==> config.mk <==
export PLATFORM = sky130hd
export DESIGN_NAME = skl_cordic
export DESIGN_NICKNAME = d
export VERILOG_FILES = /design/src/rtl/sun_keyframe_lighting_macros.svh /design/src/rtl/skl_pkg.sv /design/src/rtl/skl_cordic.sv
export SDC_FILE = /design/constraint.sdc
export NUM_CORES = 1
export LEC_CHECK = 0
export ABC_AREA = 0
export BUFFER_PORTS_ARGS = -buffer_cell sky130_fd_sc_hd__buf_2
export CORE_MARGIN = 10
export CORE_UTILIZATION = 64
export CTS_CLUSTER_DIAMETER = 120
export DETAILED_ROUTE_END_ITERATION = 10
export PLACE_DENSITY = 0.94
export SKIP_LAST_GASP = 1
export SYNTH_ARGS = -nofsm -noshare
export SYNTH_HDL_FRONTEND = slang
export SYNTH_SLANG_ARGS = --single-unit
export TNS_END_PERCENT = 20
==> constraint.sdc <==
create_clock -name clk -period 8.8 [get_ports clk]
set_clock_uncertainty 0.05 [all_clocks]
set_input_delay 0.44 -clock clk [delete_from_list [all_inputs] [get_ports clk]]
set_output_delay 0.44 -clock clk [all_outputs]
set_load 0.01 [all_outputs]
==> src/rtl/sun_keyframe_lighting_macros.svh <==
// ----------------------------------------------------------------------------
// Sun keyframe lighting assertion macros
// Implication checks sampled on clk, disabled while rst_n is low.
// ----------------------------------------------------------------------------
`ifndef SUN_KEYFRAME_LIGHTING_MACROS_SVH
`define SUN_KEYFRAME_LIGHTING_MACROS_SVH
`ifndef SYNTHESIS
`define SKL_ASSERT_IMP(lbl, ant, cons, msg) \
    lbl: assert property (@(posedge clk) disable iff (!rst_n) (ant) |-> (cons)) \
        else $error(msg);
`define SKL_ASSERT_NXT(lbl, ant, cons, msg) \
    lbl: assert property (@(posedge clk) disable iff (!rst_n) (ant) |=> (cons)) \
        else $error(msg);
`else
`define SKL_ASSERT_IMP(lbl, ant, cons, msg)
`define SKL_ASSERT_NXT(lbl, ant, cons, msg)
`endif
`endif

==> src/rtl/skl_pkg.sv <==
`timescale 1ns / 1ps
// ----------------------------------------------------------------------------
// skl_pkg
// Widths, constants and helpers shared by the sun keyframe lighting block.
// ----------------------------------------------------------------------------
package skl_pkg;

    localparam int TIME_W         = 48;
    localparam int ANG_W          = 25;
    localparam int SPD_W          = 24;
    localparam int KCNT_W         = 5;
    localparam int IDX_W          = 4;
    localparam int DIR_W          = 16;
    localparam int BRT_W          = 16;
    localparam int XY_W           = 24;
    localparam int Z_W            = 26;
    localparam int CFG_IDX_W      = 2;
    localparam int CFG_DATA_W     = 24;
    localparam int MAX_KEYS_DEF   = 16;
    localparam int COLOR_BITS_DEF = 12;

    // degrees in Q9.16
    localparam logic [ANG_W-1:0] FULL_TURN = 25'd23592960;
    localparam logic [ANG_W-1:0] DEG90     = 25'd5898240;
    localparam logic [ANG_W-1:0] DEG180    = 25'd11796480;
    localparam logic [ANG_W-1:0] DEG270    = 25'd17694720;

    localparam logic signed [XY_W-1:0] CORDIC_X0 = 24'sd636751;
    localparam logic signed [15:0]     COS30     = 16'sd14189;
    localparam logic [SPD_W-1:0]       SPEED_RST = 24'd6554;

    localparam logic [CFG_IDX_W-1:0] REG_SPEED  = 2'd0;
    localparam logic [CFG_IDX_W-1:0] REG_KCOUNT = 2'd1;

    typedef enum logic [1:0] {
        ACT_ADVANCE = 2'd0,
        ACT_SET     = 2'd1,
        ACT_WRITE   = 2'd2,
        ACT_NONE    = 2'd3
    } action_t;

    function automatic logic signed [Z_W-1:0] atan_q16(input logic [3:0] i);
        logic signed [Z_W-1:0] v;
        unique case (i)
            4'd0:  v = 26'sd2949120;
            4'd1:  v = 26'sd1740967;
            4'd2:  v = 26'sd919879;
            4'd3:  v = 26'sd466945;
            4'd4:  v = 26'sd234379;
            4'd5:  v = 26'sd117304;
            4'd6:  v = 26'sd58666;
            4'd7:  v = 26'sd29335;
            4'd8:  v = 26'sd14668;
            4'd9:  v = 26'sd7334;
            4'd10: v = 26'sd3667;
            4'd11: v = 26'sd1833;
            4'd12: v = 26'sd917;
            4'd13: v = 26'sd458;
            4'd14: v = 26'sd229;
            4'd15: v = 26'sd115;
            default: v = '0;
        endcase
        return v;
    endfunction

    function automatic logic signed [DIR_W-1:0] clamp_dir(input logic signed [40:0] v);
        logic signed [DIR_W-1:0] r;
        if (v > 41'sd16384)
            r = 16'sd16384;
        else if (v < -41'sd16384)
            r = -16'sd16384;
        else
            r = v[DIR_W-1:0];
        return r;
    endfunction

endpackage

==> src/rtl/skl_cordic.sv <==
`timescale 1ns / 1ps
// ----------------------------------------------------------------------------
// skl_cordic
// Iterative 16-step rotation CORDIC, one micro-rotation per cycle, Q.20.
// ----------------------------------------------------------------------------
module skl_cordic (
    input  logic                             clk,
    input  logic                             rst_n,
    input  logic                             start,
    input  logic [skl_pkg::ANG_W-1:0]        angle,
    output logic                             done,
    output logic signed [skl_pkg::XY_W-1:0]  cos_q20,
    output logic signed [skl_pkg::XY_W-1:0]  sin_q20
);
    import skl_pkg::*;

    typedef enum logic [1:0] {
        C_IDLE = 2'b01,
        C_RUN  = 2'b10
    } cstate_t;

    cstate_t                state_reg, state_next;
    logic [3:0]             i_reg, i_next;
    logic                   done_reg, done_next;
    logic                   neg_reg, neg_next;
    logic signed [XY_W-1:0] x_reg, x_next, y_reg, y_next, dx, dy;
    logic signed [Z_W-1:0]  z_reg, z_next, a_ext;

    always_comb
    begin
        a_ext      = $signed({1'b0, angle});
        dx         = y_reg >>> i_reg;
        dy         = x_reg >>> i_reg;
        state_next = state_reg;
        i_next     = i_reg;
        done_next  = 1'b0;
        neg_next   = neg_reg;
        x_next     = x_reg;
        y_next     = y_reg;
        z_next     = z_reg;
        unique case (state_reg)
            C_IDLE:
            begin
                if (start)
                begin
                    x_next   = CORDIC_X0;
                    y_next   = '0;
                    i_next   = '0;
                    neg_next = 1'b0;
                    // fold into [-90,90]; second and third quadrant flip sign
                    if (angle > DEG90 && angle < DEG270)
                    begin
                        z_next   = a_ext - $signed({1'b0, DEG180});
                        neg_next = 1'b1;
                    end
                    else if (angle >= DEG270)
                        z_next = a_ext - $signed({1'b0, FULL_TURN});
                    else
                        z_next = a_ext;
                    state_next = C_RUN;
                end
            end
            C_RUN:
            begin
                if (z_reg >= 0)
                begin
                    x_next = x_reg - dx;
                    y_next = y_reg + dy;
                    z_next = z_reg - atan_q16(i_reg);
                end
                else
                begin
                    x_next = x_reg + dx;
                    y_next = y_reg - dy;
                    z_next = z_reg + atan_q16(i_reg);
                end
                if (i_reg == 4'd15)
                begin
                    done_next  = 1'b1;
                    state_next = C_IDLE;
                end
                else
                    i_next = i_reg + 4'd1;
            end
            default: state_next = C_IDLE;
        endcase
    end

    always_ff @(posedge clk or negedge rst_n)
    begin
        if (!rst_n)
        begin
            state_reg <= C_IDLE;
            i_reg     <= '0;
            done_reg  <= 1'b0;
        end
        else
        begin
            state_reg <= state_next;
            i_reg     <= i_next;
            done_reg  <= done_next;
        end
    end

    always_ff @(posedge clk)
    begin
        neg_reg <= neg_next;
        x_reg   <= x_next;
        y_reg   <= y_next;
        z_reg   <= z_next;
    end

    assign done    = done_reg;
    assign cos_q20 = neg_reg ? -x_reg : x_reg;
    assign sin_q20 = neg_reg ? -y_reg : y_reg;

endmodule

# Word-level counts from Yosys, hierarchy flattened
# Memories as Yosys holds them, arrays and structs flattened.
# Cells that the tools add are included.
# word_totals
regBits	82
latchBits	0
ram_bits	0
rom_bits	704
output_inout_bits	49
word_cells	64
n_memories	2
# mem_list
name	depth	word_bits	rd	rd_ports_with_merged_regs	wr	line_no	source
(no name shown)	16	22	1	0	0	skl_pkg.sv:44	unique case (i)
(no name shown)	16	22	1	0	0	skl_pkg.sv:44	
# op_classes
addsub	11
n_mul	0
div_mod_pow	0
magnitude_cmp	4
eq_ne	6
shift	2
muxes	26
bitwise	0
reduce_logical	6
# ops
operator	count
$mux W26	8
$mux W24	6
$pmux W24 S2	2
$pmux W26 S2	1
$add A24 B24 Y24	2
$neg A24 Y24	2
$sshr A24 B4 Y24	2
$sub A24 B24 Y24	2
$add A26 B26 Y26	1
$ge A26 B1 Y1 const B	1
$sub A25 B24 Y26 const B	1
$sub A25 B25 Y26 const B	1
$sub A26 B26 Y26	1
$ge A25 B25 Y1 const B	1
$gt A25 B23 Y1 const B	1
$lt A25 B25 Y1 const B	1
$mux W4	2
$pmux W4 S2	1
$ne A2 B2 Y1 const B	3
$reduce_and A2 Y1	3
$add A4 B1 Y4 const B	1
$eq A4 B4 Y1 const B	1
$mux W2	2
$pmux W2 S2	1
other kinds (6)	8

# Longest topological paths before layout
# logic_depth
word_depth	6
mapped_depth	30
depth_no_buf	25

# Worst setup path after synthesis
# No wires, ideal clock.
# synth_path
path_type	register to register
from	register state_reg[0]
to	register x_reg[0] (enable)
t_arrival_ns	5.773
required_ns	8.142
slack_ns	2.368
stages_incl_launch_ff	3
synth_period_minus_slack_ns	6.432
path_cell_list	dfstp_2 nand2_1 o21ai_0
# synth_via
elab_chain_cells	3
elab_cells_between_ends	5
# synth_rtl
item	line_no	source
start, declared	skl_cordic.sv:22	cstate_t state_reg, state_next;
start signal, assigned	skl_cordic.sv:99	state_reg <= state_next;
$eq A2 B1 Y1 or $eq A2 B2 Y1 (tied branches)	skl_cordic.sv:41	unique case (state_reg)
$ne A2 B2 Y1 (no source line) or $reduce_bool A2 Y1 (tied branches)	--	
$reduce_and A2 Y1 (no source line) *	--	
end signal, assigned	skl_cordic.sv:108	x_reg <= x_next;
end, declared	skl_cordic.sv:26	logic signed [XY_W-1:0] x_reg, x_next, y_reg, y_next, dx, dy;
# Every way passes the cells marked *; elsewhere a longest branch is shown, timed or not.
# A chain may end at the register's enable or synchronous reset.

# Worst setup path in the final report
# layout_path
from	register i_reg[0]
to	register x_reg[22], data pin
# layout_via
elab_chain_cells	4
elab_cells_between_ends	5
# layout_rtl
item	line_no	source
start, declared	skl_cordic.sv:23	logic [3:0] i_reg, i_next;
start signal, assigned	skl_cordic.sv:100	i_reg <= i_next;
$sshr A24 B4 Y24 *	skl_cordic.sv:32	dx = y_reg >>> i_reg;
$add A24 B24 Y24 or $sub A24 B24 Y24 (tied branches)	skl_cordic.sv:73, skl_cordic.sv:67	
$mux W24 *	skl_cordic.sv:65	if (z_reg >= 0)
$pmux W24 S2 *	skl_cordic.sv:41	
# Marked as above.

==> key figures <==
STA
  • Worst Max-Slew Pin Slew: 1.039 ns
  • Max Freq: 151.5 MHz
  • RSZ-0062 raised after global routing: false
  • Setup WS post-layout: 2.200 ns
  • Rel. slew slack: 0.3072
  • # setup viols final: 0
  • Fin crit share: 0.7500
  • Final hold viol count: 0
  • Final Max Slew Viols: 0
  • Setup_tns: 0 ns
  • Post-layout min period: 6.600 ns

Worst setup path
  • Startpoint type of the worst setup path: register
  • Crit path kind: register to register
  • R2R setup slack: 2.20 ns
  • Worst EP arrival: 6.67 ns
  • Critical R2R Launch: i_reg[0]
  • Worst r2r dst: x_reg[22]
  • Critical path endpoint category: register
  • Req. time, crit path: 8.87 ns
  • Max Fanout on Critical Path: 48
  • Worst R2R Path Depth: 17

Cells and area
  • Syn-to-layout area delta: 4.944%
  • Non-Filler Instances: 1720
  • Antenna Cells: 0
  • Layout cell share with drive strength beyond 1: 0.1225
  • Nets: 1604
  • Max FFs per register: 26

Floorplanning
  • Die Span Y: 158.2 um
  • Row count: 50
  • Die Area: 0.02503 mm2
  • Core ar.: 0.01877 mm2
  • DIE WIDTH: 158.2 um
  • IO Pins: 77
  • Initial core utilization: 0.6513

Synth
  • Largest area contributor in the netlist: edfxtp_1
  • Avg Inst Size Synth: 8.220 um2
  • Post-synth EDFFs: 75
  • Synth Net Count: 1610
  • Dominant cells by area after synthesis: edfxtp_1 (18%), ha_1 (9.4%), xnor2_1 (7.9%)
  • Yosys reg bits: 82
  • Count of cell types in the netlist: 81
  • Post-Syn Area: 0.01222 mm2
  • YS warnings: 0
  • Commonest register cell after synthesis: edfxtp_1
  • Cells after synthesis: 1487
  • Sequential area share after synthesis: 0.1987
  • FFs w/ async S/R, synth: 0.08537
  • Post-synth top area share: 0.1843

Global route
  • GRT Total Usage: 0.2846
  • Vias in the first global route: 11114
  • Largest net degree at the start of global routing: 82
  • Initial antenna violation count: 0
  • Overflow after GRT: 0
  • Global-route wire length before repair: 57410 um

Clocking
  • Post-CTS sizing: 0
  • Setup Fix Bufs, Post-CTS: 0
  • Clock transition at path regs: 0.08 ns
  • Clk root buf: clkbuf_16
  • H-Tree Level Count: 3
  • Clock Sinks: 82
  • Number of hold buffers added after CTS: 1
  • Worst-skew pair later-pin latency: 0.36 ns
  • CTS tree: built
  • CTS Buf Count: 9
  • Clock Path Buffers: 2

Drt
  • First-pass DRT Iterations: 6
  • Vias per cell: 6.787
  • Via count: 11674
  • Initial detailed-routing violation count: 1446
  • Drt wl/cell: 20.91 um
  • Post-route DRC: 0
  • Post-DRT Antenna Nets: 0
  • WL final: 35970 um

Place
  • Gpl congestion: 0.9746
  • Placed wire-length estimate: 26040 um
  • PortBufs: 76
  • Setup WS pre-CTS: 2.348 ns
  • Inst Count DP: 1703

Min path
  • WHS Endpoint: z_reg[14]
  • Worst Hold Class: input port to register
  • Hold_sp: angle[14]
  • WHS Path Cells: 3

Job
  • Max_cap viols: 0

Status
  • Status: finished, final reports clean
## worst max-delay path, cell delays in order, from the launching register on
cell and delay, ns:
dfrtp_4 0.86, buf_4 0.53, mux4_2 0.56, a2111oi_0 0.63, o21ai_0 0.23, or2_1 0.26, a21oi_1 0.29, a31o_2 0.21
xnor2_1 0.12, ha_1 0.30, a2111oi_0 0.62, a211o_1 0.24, a21boi_0 0.10, a41o_1 0.30, a221o_1 0.36, a41oi_1 0.34
mux2i_1 0.23, nand3_1 0.08
## cells in the final DEF (no fill, tap or decap), types with 30 or more instances in the layout
master    instances
xor2_1           58
nand2_1         195
mux2i_1          37
o21ai_0         134
buf_2            76
o31ai_1          30
edfxtp_1         75
nor2_1          108
a21o_1           35
a21oi_1         105
mux4_2           41
xnor2_1         110
ha_1             92
## worst max-delay path by stage
stage / start / cells after the start / end
3_5_place_dp: i_reg[0] / 20 / z_reg[24]
5_1_grt: i_reg[0] / 20 / z_reg[24]
3_3_place_gp: i_reg[0] / 17 / x_reg[22]
2_1_floorplan: state_reg[0] / 2 / x_reg[0]
4_1_cts: i_reg[0] / 20 / z_reg[24]
6_report: i_reg[0] / 17 / x_reg[22]
## final cells by class
cell class,instances,area [um2]
Multi-Input combinational cell,1271,9195
Fill cell,1470,5941
Clock buffer,9,225.2
Inverter,29,108.9
Timing Repair Buffer,88,473.0
Sequential cell,82,2436
Clock inverter,7,96.34
Tap cell,234,292.8
## per-layer routing
metal  vias to the layer above  routed length (um)  track usage
met5                         -                   0            0
met4                         0                1123       0.1059
met3                       103                3753      0.05509
li1                       5432                   -            -
met1                      5484               14210       0.3691
met2                       655               16880       0.4605
## logic make-up after synthesis
kind of cell,count (synthesis),share of synthesized area
buffers and inverters,134,0.05036
and+or+nand+nor,490,0.1880
AOI/OAI and AO/OA,423,0.2170
muxes,95,0.1264
DFF,82,0.1987
xor gates and xnor gates,168,0.1204
adders and majority gates,95,0.09909
## metrics by stage
| stage | util | instance area, um2 | hold WS [ns] |
|---|---|---|---|
| 2_1_floorplan | - | 12220 | 0.09441 |
| 3_3_place_gp | 0.6658 | 12500 | 0.2334 |
| 3_5_place_dp | 0.6658 | 12500 | 0.2359 |
| 4_1_cts | 0.6835 | 12830 | 0.3154 |
| 5_1_grt | 0.6835 | 12830 | 0.3390 |
| 6_report | 0.6835 | 12830 | 0.3216 |
## cell usage after synthesis, types with 35 or more instances
master / n
o21ai_0: 135
a21oi_1: 105
nor2_1: 108
edfxtp_1: 75
xor2_1: 58
mux4_2: 41
nand2_1: 195
clkbuf_1: 61
a21o_1: 35
ha_1: 92
xnor2_1: 110
mux2i_1: 37
Power is left out: the tool's default activity adds up to more than one toggle a clock period on the data nets, which glitch-free logic cannot reach.
