`src/rtl/sun_keyframe_lighting_macros.svh`:
```
// ----------------------------------------------------------------------------
// Sun keyframe lighting assertion macros
// Implication checks sampled on clk, disabled while rst_n is low.
// ----------------------------------------------------------------------------
`ifndef SUN_KEYFRAME_LIGHTING_MACROS_SVH
`define SUN_KEYFRAME_LIGHTING_MACROS_SVH
`ifndef SYNTHESIS
`define SKL_ASSERT_IMP(lbl, ant, cons, msg) \
    lbl: assert property (@(posedge clk) disable iff (!rst_n) (ant) |-> (cons)) \
        else $error(msg);
`define SKL_ASSERT_NXT(lbl, ant, cons, msg) \
    lbl: assert property (@(posedge clk) disable iff (!rst_n) (ant) |=> (cons)) \
        else $error(msg);
`else
`define SKL_ASSERT_IMP(lbl, ant, cons, msg)
`define SKL_ASSERT_NXT(lbl, ant, cons, msg)
`endif
`endif

```
`src/rtl/skl_pkg.sv`:
```
`timescale 1ns / 1ps
// ----------------------------------------------------------------------------
// skl_pkg
// Widths, constants and helpers shared by the sun keyframe lighting block.
// ----------------------------------------------------------------------------
package skl_pkg;

    localparam int TIME_W         = 48;
    localparam int ANG_W          = 25;
    localparam int SPD_W          = 24;
    localparam int KCNT_W         = 5;
    localparam int IDX_W          = 4;
    localparam int DIR_W          = 16;
    localparam int BRT_W          = 16;
    localparam int XY_W           = 24;
    localparam int Z_W            = 26;
    localparam int CFG_IDX_W      = 2;
    localparam int CFG_DATA_W     = 24;
    localparam int MAX_KEYS_DEF   = 16;
    localparam int COLOR_BITS_DEF = 12;

    // degrees in Q9.16
    localparam logic [ANG_W-1:0] FULL_TURN = 25'd23592960;
    localparam logic [ANG_W-1:0] DEG90     = 25'd5898240;
    localparam logic [ANG_W-1:0] DEG180    = 25'd11796480;
    localparam logic [ANG_W-1:0] DEG270    = 25'd17694720;

    localparam logic signed [XY_W-1:0] CORDIC_X0 = 24'sd636751;
    localparam logic signed [15:0]     COS30     = 16'sd14189;
    localparam logic [SPD_W-1:0]       SPEED_RST = 24'd6554;

    localparam logic [CFG_IDX_W-1:0] REG_SPEED  = 2'd0;
    localparam logic [CFG_IDX_W-1:0] REG_KCOUNT = 2'd1;

    typedef enum logic [1:0] {
        ACT_ADVANCE = 2'd0,
        ACT_SET     = 2'd1,
        ACT_WRITE   = 2'd2,
        ACT_NONE    = 2'd3
    } action_t;

    function automatic logic signed [Z_W-1:0] atan_q16(input logic [3:0] i);
        logic signed [Z_W-1:0] v;
        unique case (i)
            4'd0:  v = 26'sd2949120;
            4'd1:  v = 26'sd1740967;
            4'd2:  v = 26'sd919879;
            4'd3:  v = 26'sd466945;
            4'd4:  v = 26'sd234379;
            4'd5:  v = 26'sd117304;
            4'd6:  v = 26'sd58666;
            4'd7:  v = 26'sd29335;
            4'd8:  v = 26'sd14668;
            4'd9:  v = 26'sd7334;
            4'd10: v = 26'sd3667;
            4'd11: v = 26'sd1833;
            4'd12: v = 26'sd917;
            4'd13: v = 26'sd458;
            4'd14: v = 26'sd229;
            4'd15: v = 26'sd115;
            default: v = '0;
        endcase
        return v;
    endfunction

    function automatic logic signed [DIR_W-1:0] clamp_dir(input logic signed [40:0] v);
        logic signed [DIR_W-1:0] r;
        if (v > 41'sd16384)
            r = 16'sd16384;
        else if (v < -41'sd16384)
            r = -16'sd16384;
        else
            r = v[DIR_W-1:0];
        return r;
    endfunction

endpackage

```
`src/rtl/skl_keys.sv`:
```
`timescale 1ns / 1ps
// ----------------------------------------------------------------------------
// skl_keys
// Keyframe memory and serial scan for the pair that brackets the angle.
// ----------------------------------------------------------------------------
module skl_keys #(
    parameter int MAX_KEYS   = skl_pkg::MAX_KEYS_DEF,
    parameter int COLOR_BITS = skl_pkg::COLOR_BITS_DEF,
    localparam int AW  = (MAX_KEYS > 1) ? $clog2(MAX_KEYS) : 1,
    localparam int KCW = $clog2(MAX_KEYS + 1),
    localparam int CW  = 6 * COLOR_BITS + skl_pkg::BRT_W
)(
    input  logic                      clk,
    input  logic                      rst_n,
    input  logic                      wr_en,
    input  logic [AW-1:0]             wr_addr,
    input  logic [skl_pkg::ANG_W-1:0] wr_angle,
    input  logic [CW-1:0]             wr_col,
    input  logic                      start,
    input  logic [KCW-1:0]            count,
    input  logic [skl_pkg::ANG_W-1:0] angle,
    output logic                      done,
    output logic [skl_pkg::ANG_W-1:0] key0_ang,
    output logic [skl_pkg::ANG_W-1:0] key1_ang,
    output logic [CW-1:0]             key0_col,
    output logic [CW-1:0]             key1_col
);
    import skl_pkg::*;

    typedef enum logic [4:0] {
        K_IDLE = 5'b00001,
        K_SCAN = 5'b00010,
        K_CUR  = 5'b00100,
        K_NXT  = 5'b01000,
        K_LAST = 5'b10000
    } kstate_t;

    logic [ANG_W-1:0] ang_mem [MAX_KEYS];
    logic [CW-1:0]    col_mem [MAX_KEYS];

    kstate_t          state_reg, state_next;
    logic [KCW-1:0]   issue_reg, issue_next, pk_reg, pk_next, pk_dec, last_k;
    logic             pv_reg, pv_next, found_reg, found_next, done_reg, done_next;
    logic [AW-1:0]    cur_reg, cur_next, nxt_reg, nxt_next, rd_addr;
    logic [ANG_W-1:0] prev_reg, prev_next, ang_q_reg;
    logic [CW-1:0]    col_q_reg;
    logic [ANG_W-1:0] k0a_reg, k0a_next, k1a_reg, k1a_next;
    logic [CW-1:0]    k0c_reg, k0c_next, k1c_reg, k1c_next;

    always_ff @(posedge clk)
    begin
        if (wr_en)
        begin
            ang_mem[wr_addr] <= wr_angle;
            col_mem[wr_addr] <= wr_col;
        end
        ang_q_reg <= ang_mem[rd_addr];
        col_q_reg <= col_mem[rd_addr];
    end

    always_comb
    begin
        pk_dec = pk_reg - KCW'(1);
        last_k = count - KCW'(1);
        unique case (state_reg)
            K_CUR:   rd_addr = cur_reg;
            K_NXT:   rd_addr = nxt_reg;
            default: rd_addr = issue_reg[AW-1:0];
        endcase
    end

    always_comb
    begin
        state_next = state_reg;
        issue_next = issue_reg;
        pv_next    = 1'b0;
        pk_next    = pk_reg;
        found_next = found_reg;
        done_next  = 1'b0;
        cur_next   = cur_reg;
        nxt_next   = nxt_reg;
        prev_next  = prev_reg;
        k0a_next   = k0a_reg;
        k1a_next   = k1a_reg;
        k0c_next   = k0c_reg;
        k1c_next   = k1c_reg;
        unique case (state_reg)
            K_IDLE:
            begin
                if (start)
                begin
                    issue_next = '0;
                    found_next = 1'b0;
                    // no bracketing pair: last and first keyframes
                    cur_next   = last_k[AW-1:0];
                    nxt_next   = '0;
                    state_next = K_SCAN;
                end
            end
            K_SCAN:
            begin
                if (issue_reg != count)
                begin
                    issue_next = issue_reg + KCW'(1);
                    pv_next    = 1'b1;
                    pk_next    = issue_reg;
                end
                if (pv_reg)
                begin
                    prev_next = ang_q_reg;
                    if (pk_reg != '0 && !found_reg && prev_reg <= angle && angle < ang_q_reg)
                    begin
                        found_next = 1'b1;
                        cur_next   = pk_dec[AW-1:0];
                        nxt_next   = pk_reg[AW-1:0];
                    end
                    if (pk_reg == last_k)
                    begin
                        pv_next    = 1'b0;
                        state_next = K_CUR;
                    end
                end
            end
            K_CUR: state_next = K_NXT;
            K_NXT:
            begin
                k0a_next   = ang_q_reg;
                k0c_next   = col_q_reg;
                state_next = K_LAST;
            end
            K_LAST:
            begin
                k1a_next   = ang_q_reg;
                k1c_next   = col_q_reg;
                done_next  = 1'b1;
                state_next = K_IDLE;
            end
            default: state_next = K_IDLE;
        endcase
    end

    always_ff @(posedge clk or negedge rst_n)
    begin
        if (!rst_n)
        begin
            state_reg <= K_IDLE;
            issue_reg <= '0;
            pv_reg    <= 1'b0;
            pk_reg    <= '0;
            found_reg <= 1'b0;
            done_reg  <= 1'b0;
        end
        else
        begin
            state_reg <= state_next;
            issue_reg <= issue_next;
            pv_reg    <= pv_next;
            pk_reg    <= pk_next;
            found_reg <= found_next;
            done_reg  <= done_next;
        end
    end

    always_ff @(posedge clk)
    begin
        cur_reg  <= cur_next;
        nxt_reg  <= nxt_next;
        prev_reg <= prev_next;
        k0a_reg  <= k0a_next;
        k1a_reg  <= k1a_next;
        k0c_reg  <= k0c_next;
        k1c_reg  <= k1c_next;
    end

    assign done     = done_reg;
    assign key0_ang = k0a_reg;
    assign key1_ang = k1a_reg;
    assign key0_col = k0c_reg;
    assign key1_col = k1c_reg;

endmodule

```
`config.mk`:
```
export PLATFORM = sky130hd
export DESIGN_NAME = skl_keys
export DESIGN_NICKNAME = d
export VERILOG_FILES = /design/src/rtl/sun_keyframe_lighting_macros.svh /design/src/rtl/skl_pkg.sv /design/src/rtl/skl_keys.sv
export SDC_FILE = /design/constraint.sdc
export NUM_CORES = 2
export LEC_CHECK = 0
export BUFFER_PORTS_ARGS = -buffer_cell sky130_fd_sc_hd__buf_2
export CAP_MARGIN = 15
export CELL_PAD_IN_SITES_DETAIL_PLACEMENT = 0
export CELL_PAD_IN_SITES_GLOBAL_PLACEMENT = 1
export CORE_ASPECT_RATIO = 2
export CORE_MARGIN = 3
export CORE_UTILIZATION = 53
export CTS_BUF_LIST = sky130_fd_sc_hd__clkbuf_16
export DETAILED_ROUTE_END_ITERATION = 8
export PLACE_DENSITY = 0.83
export SLEW_MARGIN = 10
export SYNTH_ARGS = -nofsm -noshare
export SYNTH_HDL_FRONTEND = slang
export SYNTH_SLANG_ARGS = --single-unit
```
`constraint.sdc`:
```
create_clock -name clk -period 8.15 [get_ports clk]
set_clock_uncertainty 0.2 [all_clocks]
set_input_delay 0.4075 -clock clk [delete_from_list [all_inputs] [get_ports clk]]
set_output_delay 0.4075 -clock clk [all_outputs]
set_load 0.02 [all_outputs]
```
# After elaboration in Yosys (flattened, before gate mapping)
# Memory sizes are Yosys's and may differ from the RTL's. A register that Yosys moved wholly into a read port is not among the register bits.
# Cells that the tools add are included.
# word_totals
reg_bits	277
latchBits	0
ram_bits	1808
rom_bits	0
inputBits	151
out_inout_bits	227
word_cells	70
mem_count	2
# op_classes
add_sub_neg	3
n_mul	0
n_div	0
order_cmp	2
eq_ne	12
n_shift	0
n_mux	27
bitwise	0
reduce_logical	11
# memory_table
memory	words	word_bits	rd	rd_ports_with_merged_regs	wr	line	rtl
col_mem	16	88	1	1	1	skl_keys.sv:39	logic [CW-1:0] col_mem [MAX_KEYS];
ang_mem	16	25	1	1	1	skl_keys.sv:38	logic [ANG_W-1:0] ang_mem [MAX_KEYS];
# op_table
operator	count
$le A25 B25 Y1	1
$lt A25 B25 Y1	1
$mux W5	5
$mux W4	6
$pmux W4 S2	3
$pmux W5 S4	1
$mux W1	10
$ne A2 B2 Y1 const B	5
$pmux W5 S2	1
$reduce_and A3 Y1	2
$add A5 B1 Y5 const B	1
$eq A5 B1 Y1 const B	1
$eq A5 B2 Y1 const B	1
$eq A5 B3 Y1 const B	1
$eq A5 B4 Y1 const B	1
$eq A5 B5 Y1	1
$eq A5 B5 Y1 const B	1
$ne A5 B5 Y1	1
$reduce_bool A5 Y1	1
$sub A5 B1 Y5 const B	1
$reduce_and A2 Y1	2
$reduce_and A4 Y1	1
$sub A4 B1 Y4 const B	1
$logic_and A1 B1 Y1	3
3 further kinds	3

# Logic depth before layout (Yosys ltp)
# depth
depth_word	7
depth_mapped	13
ltp_nobuf	9

# Worst setup path before layout
# No wires, ideal clock.
# synth_path
path_type	in2reg
startpoint	input port wr_addr[3]
endpoint	memory ang_mem[0][0], enable pin
arrival_time_ns	8.555
path_slack_ns	-1.330
stages	2
path_buffers	0
path_cell_list	or3b_2 -> nor3_1
# synth_rtl
item	line	rtl
start, declared	skl_keys.sv:16	input logic [AW-1:0] wr_addr,
end, declared	skl_keys.sv:38	
# Straight into the memory's write port.

# Final worst setup path
# layout_path
startpoint	register state_reg[1]
endpoint	register col_q_reg[65] (read register of col_mem)
# layout_between
elab_chain_cells	2
elab_cells_between_ends	3
classes_between	eq/ne (2); mux (1)
# layout_rtl
item	line	rtl
start, declared	skl_keys.sv:41	kstate_t state_reg, state_next;
start signal, assigned	skl_keys.sv:155	state_reg <= state_next;
$eq A5 B4 Y1 or $eq A5 B3 Y1 (tied branches)	skl_keys.sv:65	unique case (state_reg)
$pmux W4 S2 *	skl_keys.sv:65	
end, declared	skl_keys.sv:46	logic [CW-1:0] col_q_reg;
# Mark *: on every way between the ends. The rest lies on a longest branch, timed or not.
# A chain may end at the register's enable or synchronous reset.

==> results.toml <==
[synthesis]
ys.flop_type = "edfxtp_1"
netlist_instances = 4704
synth_top_area_share = 0.736
synth-seq-area-share = 0.768
async_reset_ff_frac = 0.00819
synth.distinct_cells = 55
synth-seq-cells = 2198
yosysWarningCount = 0
synth_edf_count = 2067
synth_area_leaders = "edfxtp_1, mux2i_1, mux2_2, o211ai_1, dfxtp_1"
syn_area_mm2 = 0.0843
avgSynthCellArea_um2 = 17.9
synth_fp_nets = 4908
synth_area_leader_cell = "edfxtp_1"

[clock_tree]
cts_resized = 0
cts_root_buf = "clkbuf_16"
post_cts_buffers = 0
cts_hold_buffers = 126
cts_buffers = 187
tritoncts = "done"
htree_levels = 4
insertion_delay_ns = 0.81
clk_pin_slew_worst_paths_ns = 0.06
cts.sink_count = 2198
cts_buffer_depth = 4

[pwr]
vdd_drop_max_mv = 0.237
p_per_area_mw_per_mm2 = 258
p_leak_nw = 30.4
finalPower_mw = 24.4

[sta]
hold_viol = 0
fin_crit_sh = 0.528
tns_ns = 0
max_freq_ghz = 0.232
setup_violations = 0
whs_ns = 0.0823
slew-limit-headroom = 0.233
worst_slew_pin_slew_ns = 1.15
min_period_ns = 4.30
rsz0062_at_grt = "false"
final_max_slew_viol_count = 0

[detailed_routing]
vias = 43539
drtIter0Drc = 3578
firstDrtPassIters = 5
routed_via_density = 5.85
wirelength_mm = 186
drc_errors = 0
wl_per_cell_um = 25.0
postRouteAntennaNets = 1

[grt]
antenna_found_initial = 18
grt_start_max_net_pins = 224
track_usage = 0.225
grt_pass1_wl_mm = 276
globalRouteOverflowTotal = 0
first_global_vias = 43947

[critical_path]
endpoint_kind = "register"
path_max_fanout = 110
cp.arrival_ns = 4.76
cp-start-kind = "register"
critPathTopFamily = "buffers and inverters"
slowest_delay_ns = 0.96
cp.required_ns = 8.61
crit_buf_inv = 2
crit_type = "reg2reg"
slowest_stage = "buf_4"
crit_chain = "nor3_4, o21ai_1, a222oi_1, buf_12, buf_4, mux2_2, o211ai_1, nand4_1"

[place]
io_buffers = 377
gp_congestion = 0.803
dpl.hpwl_mm = 90.3

[cells_and_area]
multi_input_area_mm2 = 0.0175
ff_latch_area_mm2 = 0.0648
largest_register_ffs = 1408
nets = 5395
reg_top3 = "col_mem x1408, ang_mem x400"
fillers = 11518
drive_gt1_frac = 0.202
largest_register = "col_mem"
area_growth_pct = 12.4

[die]
fp.dieW_um = 288
rows = 206
ios = 378
core_mm2 = 0.158
dieArea_mm2 = 0.164
fp.dieH_um = 570
start_util = 0.534

[job]
maxCapViolations = 0

[run_status]
violations = "antenna rules"
status = "complete, but fails checks"

[hold_path]
worst_hold_path_type = "in2reg"
-- synth_stat cells, drive strengths merged, types with 8 or more instances --
library cell	n
a21o	18
a21oi	20
buf	220
clkbuf	41
dfrtp	17
dfxtp	113
edfxtp	2067
ha	53
inv	56
mux2	452
mux2i	456
nand2	472
nand3	8
nand4	125
nor2	38
nor3	14
o211ai	453
o21ai	15
-- tightest hold or removal path: stages --
cell and delay (ns):
buf_2 0.09, ha_1 0.14, a211oi_1 0.08, o21ai_0 0.24, a21oi_1 0.08
-- where the power goes --
part,internal [mW],leakage (nW),switching (mW)
clock,4.54,2.92,3.85
sequential,12.9,19.9,0.337
combinational,1.30,7.64,1.54
-- layout by cell type (no fill, tap or decap), types with 27 or more instances in the layout --
cell type,synthesis,layout
edfxtp_1,2067,2067
nand2_1,472,472
mux2i_1,456,456
o211ai_1,453,453
buf_2,116,377
mux2_2,368,368
clkbuf_16,0,189
dlygate4sd3_1,0,126
nand4_1,125,125
dfxtp_1,113,113
inv_1,56,94
mux2_1,84,84
ha_1,53,53
clkinv_1,0,51
buf_4,12,33
clkinv_2,0,27
-- cell families (layout without fill, tap and decap cells) --
family | count (synthesis) | in the layout | synth area share
AO/OA/AOI/OAI | 527 | 527 | 0.0461
XOR/XNOR | 13 | 13 | 0.00135
adder cells (fa/ha/maj) | 53 | 53 | 0.00787
buffers and inverters | 317 | 953 | 0.0256
flip-flops | 2198 | 2198 | 0.768
multiplexers | 908 | 908 | 0.115
other | 0 | 17 | 0
AND/OR/NAND/NOR | 688 | 688 | 0.0360
-- per-stage QoR --
| stage | utilization | cell area (um^2) | instances | setup slack [ns] |
|---|---|---|---|---|
| after floorplan | - | 84300 | 4704 | 1.69 |
| after global placement | 0.556 | 87700 | 6956 | 3.87 |
| after detailed placement | 0.556 | 87700 | 6956 | 3.91 |
| after CTS | 0.600 | 94700 | 7420 | 3.88 |
| after global routing | 0.600 | 94700 | 7424 | 3.54 |
| final | 0.601 | 94700 | 7437 | 3.85 |
-- per-layer routing --
layer  share of wire  vias to the layer above  global-route usage
met2            0.51                     1326               0.389
met1            0.41                    22472               0.302
met5         0.00037                        -                   0
met4           0.027                       12              0.0630
met3           0.053                      330              0.0282
li1                -                    19399                   -
-- layout make-up --
type                       count  share of cell area
tap                         2080              0.0275
antenna                       17            0.000449
multi-input combinational   2189               0.185
clock buffer                 189              0.0499
sequential                  2198               0.684
timing repair buffer         559              0.0407
inverter                      56             0.00222
clock inverter               149              0.0102
-- final timing paths --
path	slack, ns	to	cells past startpoint	start
worst max-delay path	3.85	col_q_reg[65]$_DFF_P_	8	state_reg[1]$_DFFE_PN0P_
min in group asynchronous	0.43	state_reg[0]$_DFFE_PN1P_	3	rst_n
worst min register to register	0.23	key0_col[84]$_DFFE_PN_	0	col_q_reg[84]$_DFF_P_
worst max register to register	3.85	col_q_reg[65]$_DFF_P_	8	state_reg[1]$_DFFE_PN0P_
max in group asynchronous	5.96	done$_DFF_PN0_	4	rst_n
worst min-delay path	0.08	found_reg$_DFFE_PN0P_	5	angle[20]
Power figures use the tool's default switching activity.
