File: src/rtl/sun_keyframe_lighting_macros.svh
// ----------------------------------------------------------------------------
// Sun keyframe lighting assertion macros
// Implication checks sampled on clk, disabled while rst_n is low.
// ----------------------------------------------------------------------------
`ifndef SUN_KEYFRAME_LIGHTING_MACROS_SVH
`define SUN_KEYFRAME_LIGHTING_MACROS_SVH
`ifndef SYNTHESIS
`define SKL_ASSERT_IMP(lbl, ant, cons, msg) \
    lbl: assert property (@(posedge clk) disable iff (!rst_n) (ant) |-> (cons)) \
        else $error(msg);
`define SKL_ASSERT_NXT(lbl, ant, cons, msg) \
    lbl: assert property (@(posedge clk) disable iff (!rst_n) (ant) |=> (cons)) \
        else $error(msg);
`else
`define SKL_ASSERT_IMP(lbl, ant, cons, msg)
`define SKL_ASSERT_NXT(lbl, ant, cons, msg)
`endif
`endif

File: src/rtl/skl_pkg.sv
`timescale 1ns / 1ps
// ----------------------------------------------------------------------------
// skl_pkg
// Widths, constants and helpers shared by the sun keyframe lighting block.
// ----------------------------------------------------------------------------
package skl_pkg;

    localparam int TIME_W         = 48;
    localparam int ANG_W          = 25;
    localparam int SPD_W          = 24;
    localparam int KCNT_W         = 5;
    localparam int IDX_W          = 4;
    localparam int DIR_W          = 16;
    localparam int BRT_W          = 16;
    localparam int XY_W           = 24;
    localparam int Z_W            = 26;
    localparam int CFG_IDX_W      = 2;
    localparam int CFG_DATA_W     = 24;
    localparam int MAX_KEYS_DEF   = 16;
    localparam int COLOR_BITS_DEF = 12;

    // degrees in Q9.16
    localparam logic [ANG_W-1:0] FULL_TURN = 25'd23592960;
    localparam logic [ANG_W-1:0] DEG90     = 25'd5898240;
    localparam logic [ANG_W-1:0] DEG180    = 25'd11796480;
    localparam logic [ANG_W-1:0] DEG270    = 25'd17694720;

    localparam logic signed [XY_W-1:0] CORDIC_X0 = 24'sd636751;
    localparam logic signed [15:0]     COS30     = 16'sd14189;
    localparam logic [SPD_W-1:0]       SPEED_RST = 24'd6554;

    localparam logic [CFG_IDX_W-1:0] REG_SPEED  = 2'd0;
    localparam logic [CFG_IDX_W-1:0] REG_KCOUNT = 2'd1;

    typedef enum logic [1:0] {
        ACT_ADVANCE = 2'd0,
        ACT_SET     = 2'd1,
        ACT_WRITE   = 2'd2,
        ACT_NONE    = 2'd3
    } action_t;

    function automatic logic signed [Z_W-1:0] atan_q16(input logic [3:0] i);
        logic signed [Z_W-1:0] v;
        unique case (i)
            4'd0:  v = 26'sd2949120;
            4'd1:  v = 26'sd1740967;
            4'd2:  v = 26'sd919879;
            4'd3:  v = 26'sd466945;
            4'd4:  v = 26'sd234379;
            4'd5:  v = 26'sd117304;
            4'd6:  v = 26'sd58666;
            4'd7:  v = 26'sd29335;
            4'd8:  v = 26'sd14668;
            4'd9:  v = 26'sd7334;
            4'd10: v = 26'sd3667;
            4'd11: v = 26'sd1833;
            4'd12: v = 26'sd917;
            4'd13: v = 26'sd458;
            4'd14: v = 26'sd229;
            4'd15: v = 26'sd115;
            default: v = '0;
        endcase
        return v;
    endfunction

    function automatic logic signed [DIR_W-1:0] clamp_dir(input logic signed [40:0] v);
        logic signed [DIR_W-1:0] r;
        if (v > 41'sd16384)
            r = 16'sd16384;
        else if (v < -41'sd16384)
            r = -16'sd16384;
        else
            r = v[DIR_W-1:0];
        return r;
    endfunction

endpackage

File: src/rtl/skl_blend.sv
`timescale 1ns / 1ps
// ----------------------------------------------------------------------------
// skl_blend
// Restoring divide for the blend factor, then one channel per cycle mix.
// ----------------------------------------------------------------------------
module skl_blend #(
    parameter int COLOR_BITS = skl_pkg::COLOR_BITS_DEF,
    localparam int CW = 6 * COLOR_BITS + skl_pkg::BRT_W
)(
    input  logic                      clk,
    input  logic                      rst_n,
    input  logic                      start,
    input  logic [skl_pkg::ANG_W-1:0] angle,
    input  logic [skl_pkg::ANG_W-1:0] key0_ang,
    input  logic [skl_pkg::ANG_W-1:0] key1_ang,
    input  logic [CW-1:0]             key0_col,
    input  logic [CW-1:0]             key1_col,
    output logic                      done,
    output logic [CW-1:0]             held
);
    import skl_pkg::*;

    typedef enum logic [2:0] {
        B_IDLE = 3'b001,
        B_DIV  = 3'b010,
        B_MIX  = 3'b100
    } bstate_t;

    bstate_t              state_reg, state_next;
    logic [3:0]           cnt_reg, cnt_next;
    logic [2:0]           ch_reg, ch_next;
    logic                 done_reg, done_next;
    logic [ANG_W:0]       span_reg, span_next, rem_reg, rem_next;
    logic [ANG_W:0]       na_w, sa_w, span_w, dist_w;
    logic [ANG_W+1:0]     rem2, sub_w;
    logic [15:0]          q_reg, q_next, q_shift;
    logic [16:0]          t_reg, t_next;
    logic [15:0]          c0, c1;
    logic signed [16:0]   diff;
    logic signed [34:0]   prod, adj, res_w;
    logic [COLOR_BITS-1:0] hcol_reg [6];
    logic [BRT_W-1:0]     hbrt_reg;

    always_comb
    begin
        na_w   = (key1_ang < key0_ang) ? {1'b0, key1_ang} + {1'b0, FULL_TURN}
                                       : {1'b0, key1_ang};
        sa_w   = (angle < key0_ang) ? {1'b0, angle} + {1'b0, FULL_TURN} : {1'b0, angle};
        span_w = na_w - {1'b0, key0_ang};
        dist_w = sa_w - {1'b0, key0_ang};
        rem2   = {rem_reg, 1'b0};
        sub_w  = rem2 - {1'b0, span_reg};
        if (rem2 >= {1'b0, span_reg})
            q_shift = {q_reg[14:0], 1'b1};
        else
            q_shift = {q_reg[14:0], 1'b0};
        if (ch_reg == 3'd6)
        begin
            c0 = key0_col[6*COLOR_BITS +: BRT_W];
            c1 = key1_col[6*COLOR_BITS +: BRT_W];
        end
        else
        begin
            c0 = 16'(key0_col[ch_reg*COLOR_BITS +: COLOR_BITS]);
            c1 = 16'(key1_col[ch_reg*COLOR_BITS +: COLOR_BITS]);
        end
        diff  = $signed({1'b0, c1}) - $signed({1'b0, c0});
        prod  = diff * $signed({1'b0, t_reg});
        adj   = (prod + 35'sd32768) >>> 16;
        res_w = $signed({19'd0, c0}) + adj;
    end

    always_comb
    begin
        state_next = state_reg;
        cnt_next   = cnt_reg;
        ch_next    = ch_reg;
        done_next  = 1'b0;
        span_next  = span_reg;
        rem_next   = rem_reg;
        q_next     = q_reg;
        t_next     = t_reg;
        unique case (state_reg)
            B_IDLE:
            begin
                if (start)
                begin
                    span_next = span_w;
                    rem_next  = dist_w;
                    q_next    = '0;
                    cnt_next  = 4'd15;
                    ch_next   = '0;
                    // zero span or zero distance gives t = 0; t clamps at one
                    if (span_w == '0 || dist_w == '0)
                    begin
                        t_next     = '0;
                        state_next = B_MIX;
                    end
                    else if (dist_w >= span_w)
                    begin
                        t_next     = 17'h10000;
                        state_next = B_MIX;
                    end
                    else
                        state_next = B_DIV;
                end
            end
            B_DIV:
            begin
                q_next = q_shift;
                if (q_shift[0])
                    rem_next = sub_w[ANG_W:0];
                else
                    rem_next = rem2[ANG_W:0];
                if (cnt_reg == '0)
                begin
                    t_next     = {1'b0, q_shift};
                    state_next = B_MIX;
                end
                else
                    cnt_next = cnt_reg - 4'd1;
            end
            B_MIX:
            begin
                if (ch_reg == 3'd6)
                begin
                    done_next  = 1'b1;
                    state_next = B_IDLE;
                end
                else
                    ch_next = ch_reg + 3'd1;
            end
            default: state_next = B_IDLE;
        endcase
    end

    always_ff @(posedge clk or negedge rst_n)
    begin
        if (!rst_n)
        begin
            state_reg <= B_IDLE;
            cnt_reg   <= '0;
            ch_reg    <= '0;
            done_reg  <= 1'b0;
            hbrt_reg  <= '0;
            for (int k = 0; k < 6; k++)
                hcol_reg[k] <= '0;
        end
        else
        begin
            state_reg <= state_next;
            cnt_reg   <= cnt_next;
            ch_reg    <= ch_next;
            done_reg  <= done_next;
            if (state_reg == B_MIX)
            begin
                if (ch_reg == 3'd6)
                    hbrt_reg <= res_w[BRT_W-1:0];
                else
                    hcol_reg[ch_reg] <= res_w[COLOR_BITS-1:0];
            end
        end
    end

    always_ff @(posedge clk)
    begin
        span_reg <= span_next;
        rem_reg  <= rem_next;
        q_reg    <= q_next;
        t_reg    <= t_next;
    end

    always_comb
    begin
        for (int k = 0; k < 6; k++)
            held[k*COLOR_BITS +: COLOR_BITS] = hcol_reg[k];
        held[6*COLOR_BITS +: BRT_W] = hbrt_reg;
    end

    assign done = done_reg;

endmodule

File: config.mk
export PLATFORM = sky130hd
export DESIGN_NAME = skl_blend
export DESIGN_NICKNAME = d
export VERILOG_FILES = /design/src/rtl/sun_keyframe_lighting_macros.svh /design/src/rtl/skl_pkg.sv /design/src/rtl/skl_blend.sv
export SDC_FILE = /design/constraint.sdc
export NUM_CORES = 1
export LEC_CHECK = 0
export BUFFER_PORTS_ARGS = -buffer_cell sky130_fd_sc_hd__buf_2
export CAP_MARGIN = 15
export CORE_MARGIN = 1
export CORE_UTILIZATION = 40
export DETAILED_ROUTE_END_ITERATION = 8
export GPL_TIMING_DRIVEN = 0
export PLACE_DENSITY = 0.57
export SYNTH_ARGS = -nofsm -noshare
export SYNTH_HDL_FRONTEND = slang
export SYNTH_SLANG_ARGS = --single-unit
File: constraint.sdc
create_clock -name clk -period 15.5 [get_ports clk]
set_input_delay 3.1 -clock clk [delete_from_list [all_inputs] [get_ports clk]]
set_output_delay 3.1 -clock clk [all_outputs]
set_load 0.02 [all_outputs]
* Yosys cells after proc, flatten, opt, wreduce, memory -nomap -nowiden
Cells that the tools add are included.
Operators by class: reduce and logical (&&, ||, !) cells 15, magnitude comparators 6, multiply operators 2, add/sub/neg operators 10, equal/unequal tests 10, shift operators 2, bitwise gates (word level) 2, muxes and demuxes 32
Operator list (number):
- 88-bit by 8-bit variable part select with 12-bit output | 2
- 26-bit two-way mux | 4
- 72-bit bitwise mux | 1
- 17-bit two-way mux | 4
- 25-bit by 25-bit adder with 26-bit output, second input constant | 2
- 26-bit logical NOT | 2
- 26-bit one-hot mux with 2 select lines | 1
- 26-bit by 25-bit subtractor with 26-bit output | 2
- 25-bit less-than comparator | 2
- 12-bit demux with 3-bit select | 1
- 17-bit one-hot mux with 2 select lines | 1
- 32-bit by 17-bit adder with 32-bit output, second input constant | 1
- 17-bit by 18-bit multiplier with 32-bit output | 1
- 16-bit two-way mux | 2
- 15-bit one-hot mux with 2 select lines | 1
- 27-bit by 26-bit >= comparator with 1-bit output | 1
- 26-bit >= comparator | 1
- 26-bit subtractor | 1
- 3-bit two-way mux | 7
- 16-bit by 16-bit subtractor with 17-bit output | 1
- 16-bit adder | 1
- 15-bit two-way mux | 1
- 12-bit two-way mux | 1
- 2-bit inequality test, second input constant | 5
- other kinds (23) | 33
Storage, ports and cells: output and inout port bits 89, word-level logic and storage cells 94, flip-flop bits (word level) 183, input bits 254

* Longest topological paths before layout
depth in word-level cells 8, depth in mapped cells 54, mapped depth without buffers 52

* Worst setup path after synthesis
No wires, ideal clock.
path kind input -> register, start in key0_col[85], end reg hbrt_reg[15], path buffers 1, data arrival time 13106 ps, stages on the path 46, required time 15423 ps, library setup time 77 ps, setup slack 2316 ps, cell sequence mux4_2 a211oi_1 o21ai_0 o21ai_0 ha_1 nor2b_1 o21ai_0 a21o_1 a21oi_1 a211o_1 a31o_2 a21oi_1 xnor2_1 clkbuf_1 nand2_1 fa_1 fa_1 inv_1 [10 not listed] a21boi_0 o21a_1 o21a_1 o21a_1 nor2_1 xnor2_1 ha_1 nor3_1 o2111ai_1 a31oi_1 o21bai_1 and3_1 nor4_1 o41ai_1 a21oi_1 xnor3_1 xnor3_1 o21ai_1
Between the ends: word-level cells in the longest chain between the ends 6
Ends and longest elaborated chain:
- start, declared | line skl_blend.sv:16 | input logic [CW-1:0] key0_col,
- 88-bit by 8-bit variable part select with 12-bit output | line skl_blend.sv:64 | c0 = 16'(key0_col[ch_reg*COLOR_BITS +: COLOR_BITS]);
- 16-bit two-way mux * | line skl_blend.sv:57 | if (ch_reg == 3'd6)
- 16-bit by 16-bit subtractor with 17-bit output | line skl_blend.sv:67 | diff = $signed({1'b0, c1}) - $signed({1'b0, c0});
- 17-bit by 18-bit multiplier with 32-bit output | line skl_blend.sv:68 | prod = diff * $signed({1'b0, t_reg});
- 32-bit by 17-bit adder with 32-bit output | line skl_blend.sv:69 | adj = (prod + 35'sd32768) >>> 16;
- 16-bit adder * | line skl_blend.sv:70 | res_w = $signed({19'd0, c0}) + adj;
- end signal, assigned | line skl_blend.sv:158 | hbrt_reg <= res_w[BRT_W-1:0];
- end, declared | line skl_blend.sv:42 | logic [BRT_W-1:0] hbrt_reg;
Every way passes the cells marked *; elsewhere a longest branch is shown, timed or not. A chain may end at the register's enable or synchronous reset.

* Worst setup path in the final report
start in key1_col[85], end reg hbrt_reg[15]
Between the ends: word-level cells in the longest chain between the ends 6
Ends and longest elaborated chain:
- start, declared | line skl_blend.sv:17 | input logic [CW-1:0] key1_col,
- 88-bit by 8-bit variable part select with 12-bit output | line skl_blend.sv:65 | c1 = 16'(key1_col[ch_reg*COLOR_BITS +: COLOR_BITS]);
- 16-bit two-way mux * | line skl_blend.sv:57
- 16-bit by 16-bit subtractor with 17-bit output * | line skl_blend.sv:67
- 17-bit by 18-bit multiplier with 32-bit output * | line skl_blend.sv:68
- 32-bit by 17-bit adder with 32-bit output * | line skl_blend.sv:69
- 16-bit adder * | line skl_blend.sv:70
Marked as above.

==> results.md <==
- Slew margin rel.: 26.0%
- Mapped Nets: 3317
- Clock transition at path regs: 0.08 ns
- Hold Path Class: reg -> reg
- Unique masters post-synth: 100
- Mux contribution to synthesized area: 5.02%
- Final Cycle Share: 95.1%
- FF-to-FF Start: ch_reg[0]$_DFFE_PN0P_
- Clk root buf: clkbuf_16
- Slew @ Worst Pin: 1.10 ns
- Vias in the first global route: 20700
- Final min period: 14.75 ns
- Largest net degree at the start of global routing: 67
- WL/cell: 21.3 µm
- Die Wd: 246 µm
- Crit path DAT: 15.12 ns
- Number of flops mapped to enable cells by yosys: 84
- Register area share after synthesis: 21.0%
- Reg2Reg Depth: 48
- Origin of the worst setup path: key1_col[85]
- Largest family of logic cells by synthesized area: adder cells
- GRT Total Usage: 26.6%
- First-pass GRT wire length: 122000 µm
- Detail Route Antenna Nets: 0
- Primary FF master, synth: dfrtp_1
- WP data required: 15.87 ns
- Most frequent cells in the layout: inv_1, buf_2, nand2_1, ha_1, fa_1
- Synthesized-area fraction occupied by adder cells: 32.8%
- Final HPWL DP: 67300 µm
- Syn. warnings: 0
- Buffers on Ports: 342
- Most common cell on crit path: fa_1
- Setup Skew: 0.0181 ns
- Initial antenna violation count: 18
- Initial core utilization: 40.4%
- Max_cap viols: 0
- Area delta synth->final: 14.6%
- Critical Path Source Type: primary input
- Status: complete, no violations
- Hold Buf Count CTS: 0
- Fillers: 5657
- Max clock buf depth: 2
- Async SR Flop Fraction: 54.1%
- Mapped Area: 23800 µm²
- Compound-gate portion of the synthesized area: 14.5%
- Crit-path max FO: 10
- Clk_lat worst skew: 0.46 ns
- F_max: 67.8 MHz
- Synthesized instance count: 2577
- Hold Startpoint: held[2]$_DFFE_PN0P_
- Final core occ: 46.3%
- CTS tree: yes
- Most common cell after layout, fill and taps aside: inv_1
- Syn Area/Cell: 9.24 µm²
- Post-synthesis simple-gate area fraction: 14.4%
- R2R Setup Slk: 1.36 ns
- Xor-xnor portion of the synthesized cell area: 4.24%
- Critical path's largest stage delay: 0.62 ns
- RePlAce Congestion: 0.944
- CTS sink count: 183
- Worst Hold Path EP: held[2]$_DFFE_PN0P_
- H-tree depth: 4
- Setup violators final: 0
- Pre-antenna DRT Iters: 6
- Drt total wl: 79700 µm
- CTS buffer count: 17
- Die area: 60500 µm²
- #FFs+latches synth: 183
- Max reg flops: 72
- Drt initial violations: 1322
- Hold violation count in the final report: 0
- Total grt overflow: 0
- Slowest stage cell, crit path: fa_1
- Pins over their slew limit: 0
- Reg2reg end: hbrt_reg[15]$_DFFE_PN0P_
- Crit Path Category: in -> reg
- Hold path cells: 2
- DRC: 0
- Unrepaired setup endpoints after global routing: no
- I/O pin count: 343
- Via-per-instance ratio: 5.46
- Final Net Count: 3684
- Num rows: 89
- Core box area: 58900 µm²
- Vias: 20400
- Chip height: 246 µm
- Share of cells above drive strength 1: 17.7%
- Endpoint class of the critical path: flip-flop
- Hold slack: 0.484 ns
==> through the flow <==
step	setup slack [ns]	instance area (µm²)	std cells	setup TNS, ns
final	0.755	27300	3735	0
after global routing	0.0181	27300	3733	0
after CTS	0.158	27200	3727	0
after global placement	-0.379	26500	3692	-0.379
after detailed placement	-0.566	26500	3695	-1.55
after floorplan	2.32	23800	2577	0
==> cell type report <==
class                           instances  area (µm²)  share of cell area [%]
Inverter                              402        1520                    5.58
Clock buffer                           17         425                    1.56
Multi-Input combinational cell       1910       17000                    62.2
Antenna cell                            5        12.5                  0.0459
Sequential cell                       183        5000                    18.3
Clock inverter                         15         176                   0.647
Tap cell                              773         967                    3.54
Timing Repair Buffer                  348        1810                    6.64
Buffer                                 82         392                    1.44
==> worst max-delay path by stage <==
| stage | endpoint | slack [ns] |
|---|---|---|
| 2_1_floorplan | hbrt_reg[15]$_DFFE_PN0P_ | 2.32 |
| 3_3_place_gp | hbrt_reg[15]$_DFFE_PN0P_ | -0.38 |
| 3_5_place_dp | hbrt_reg[15]$_DFFE_PN0P_ | -0.57 |
| 4_1_cts | hbrt_reg[15]$_DFFE_PN0P_ | 0.16 |
| 5_1_grt | hbrt_reg[15]$_DFFE_PN0P_ | 0.02 |
| 6_report | hbrt_reg[15]$_DFFE_PN0P_ | 0.75 |
==> kinds of logic (layout without fill, tap and decap cells) <==
kind of cell | after synthesis | count (layout)
fa+ha+maj | 486 | 486
flops | 183 | 183
simple gates | 698 | 698
buf+inv | 484 | 864
other cells | 0 | 5
mux | 103 | 103
xor+xnor | 112 | 112
compound gates | 511 | 511
==> repair_timing <==
action	in CTS	in global routing
resized for setup	1	18
setup buffers	0	0
pin swaps	0	1
setup endpoints to repair	1	9
==> routing by layer <==
layer,vias up,wire length [µm],track usage (%)
met5,-,80,0
met4,12,2600,9.04
met3,125,5060,4.09
met2,728,36700,42.4
met1,10100,35200,36.5
li1,9426,-,-
==> cell usage after synthesis, types with 27 or more instances <==
library cell,count,area share [%]
a21o_1,62,2.0
ha_1,257,14
mux2_2,71,3.4
and2_1,105,2.8
edfxtp_1,84,11
inv_1,399,6.3
a21oi_1,106,2.2
nand2_1,287,4.5
nor2_1,87,1.4
xor2_1,43,1.6
nor2b_1,48,1.3
o21ai_0,100,2.1
clkbuf_1,72,1.1
a22oi_1,44,1.4
xnor2_1,67,2.5
dfrtp_1,98,10
nor3_1,27,0.57
fa_1,229,19
==> worst max-delay path: cells and delay by family <==
kind,cells,cell delay (ns)
buffers and inverters,6,1.05
muxes,1,0.28
and+or+nand+nor,9,1.59
AOI/OAI and AO/OA,20,3.87
adders and majority gates,9,4.25
xor gates and xnor gates,3,0.93
Power is not shown: default switching activity piles up to over one toggle a cycle in this logic, so the estimate is an artifact.
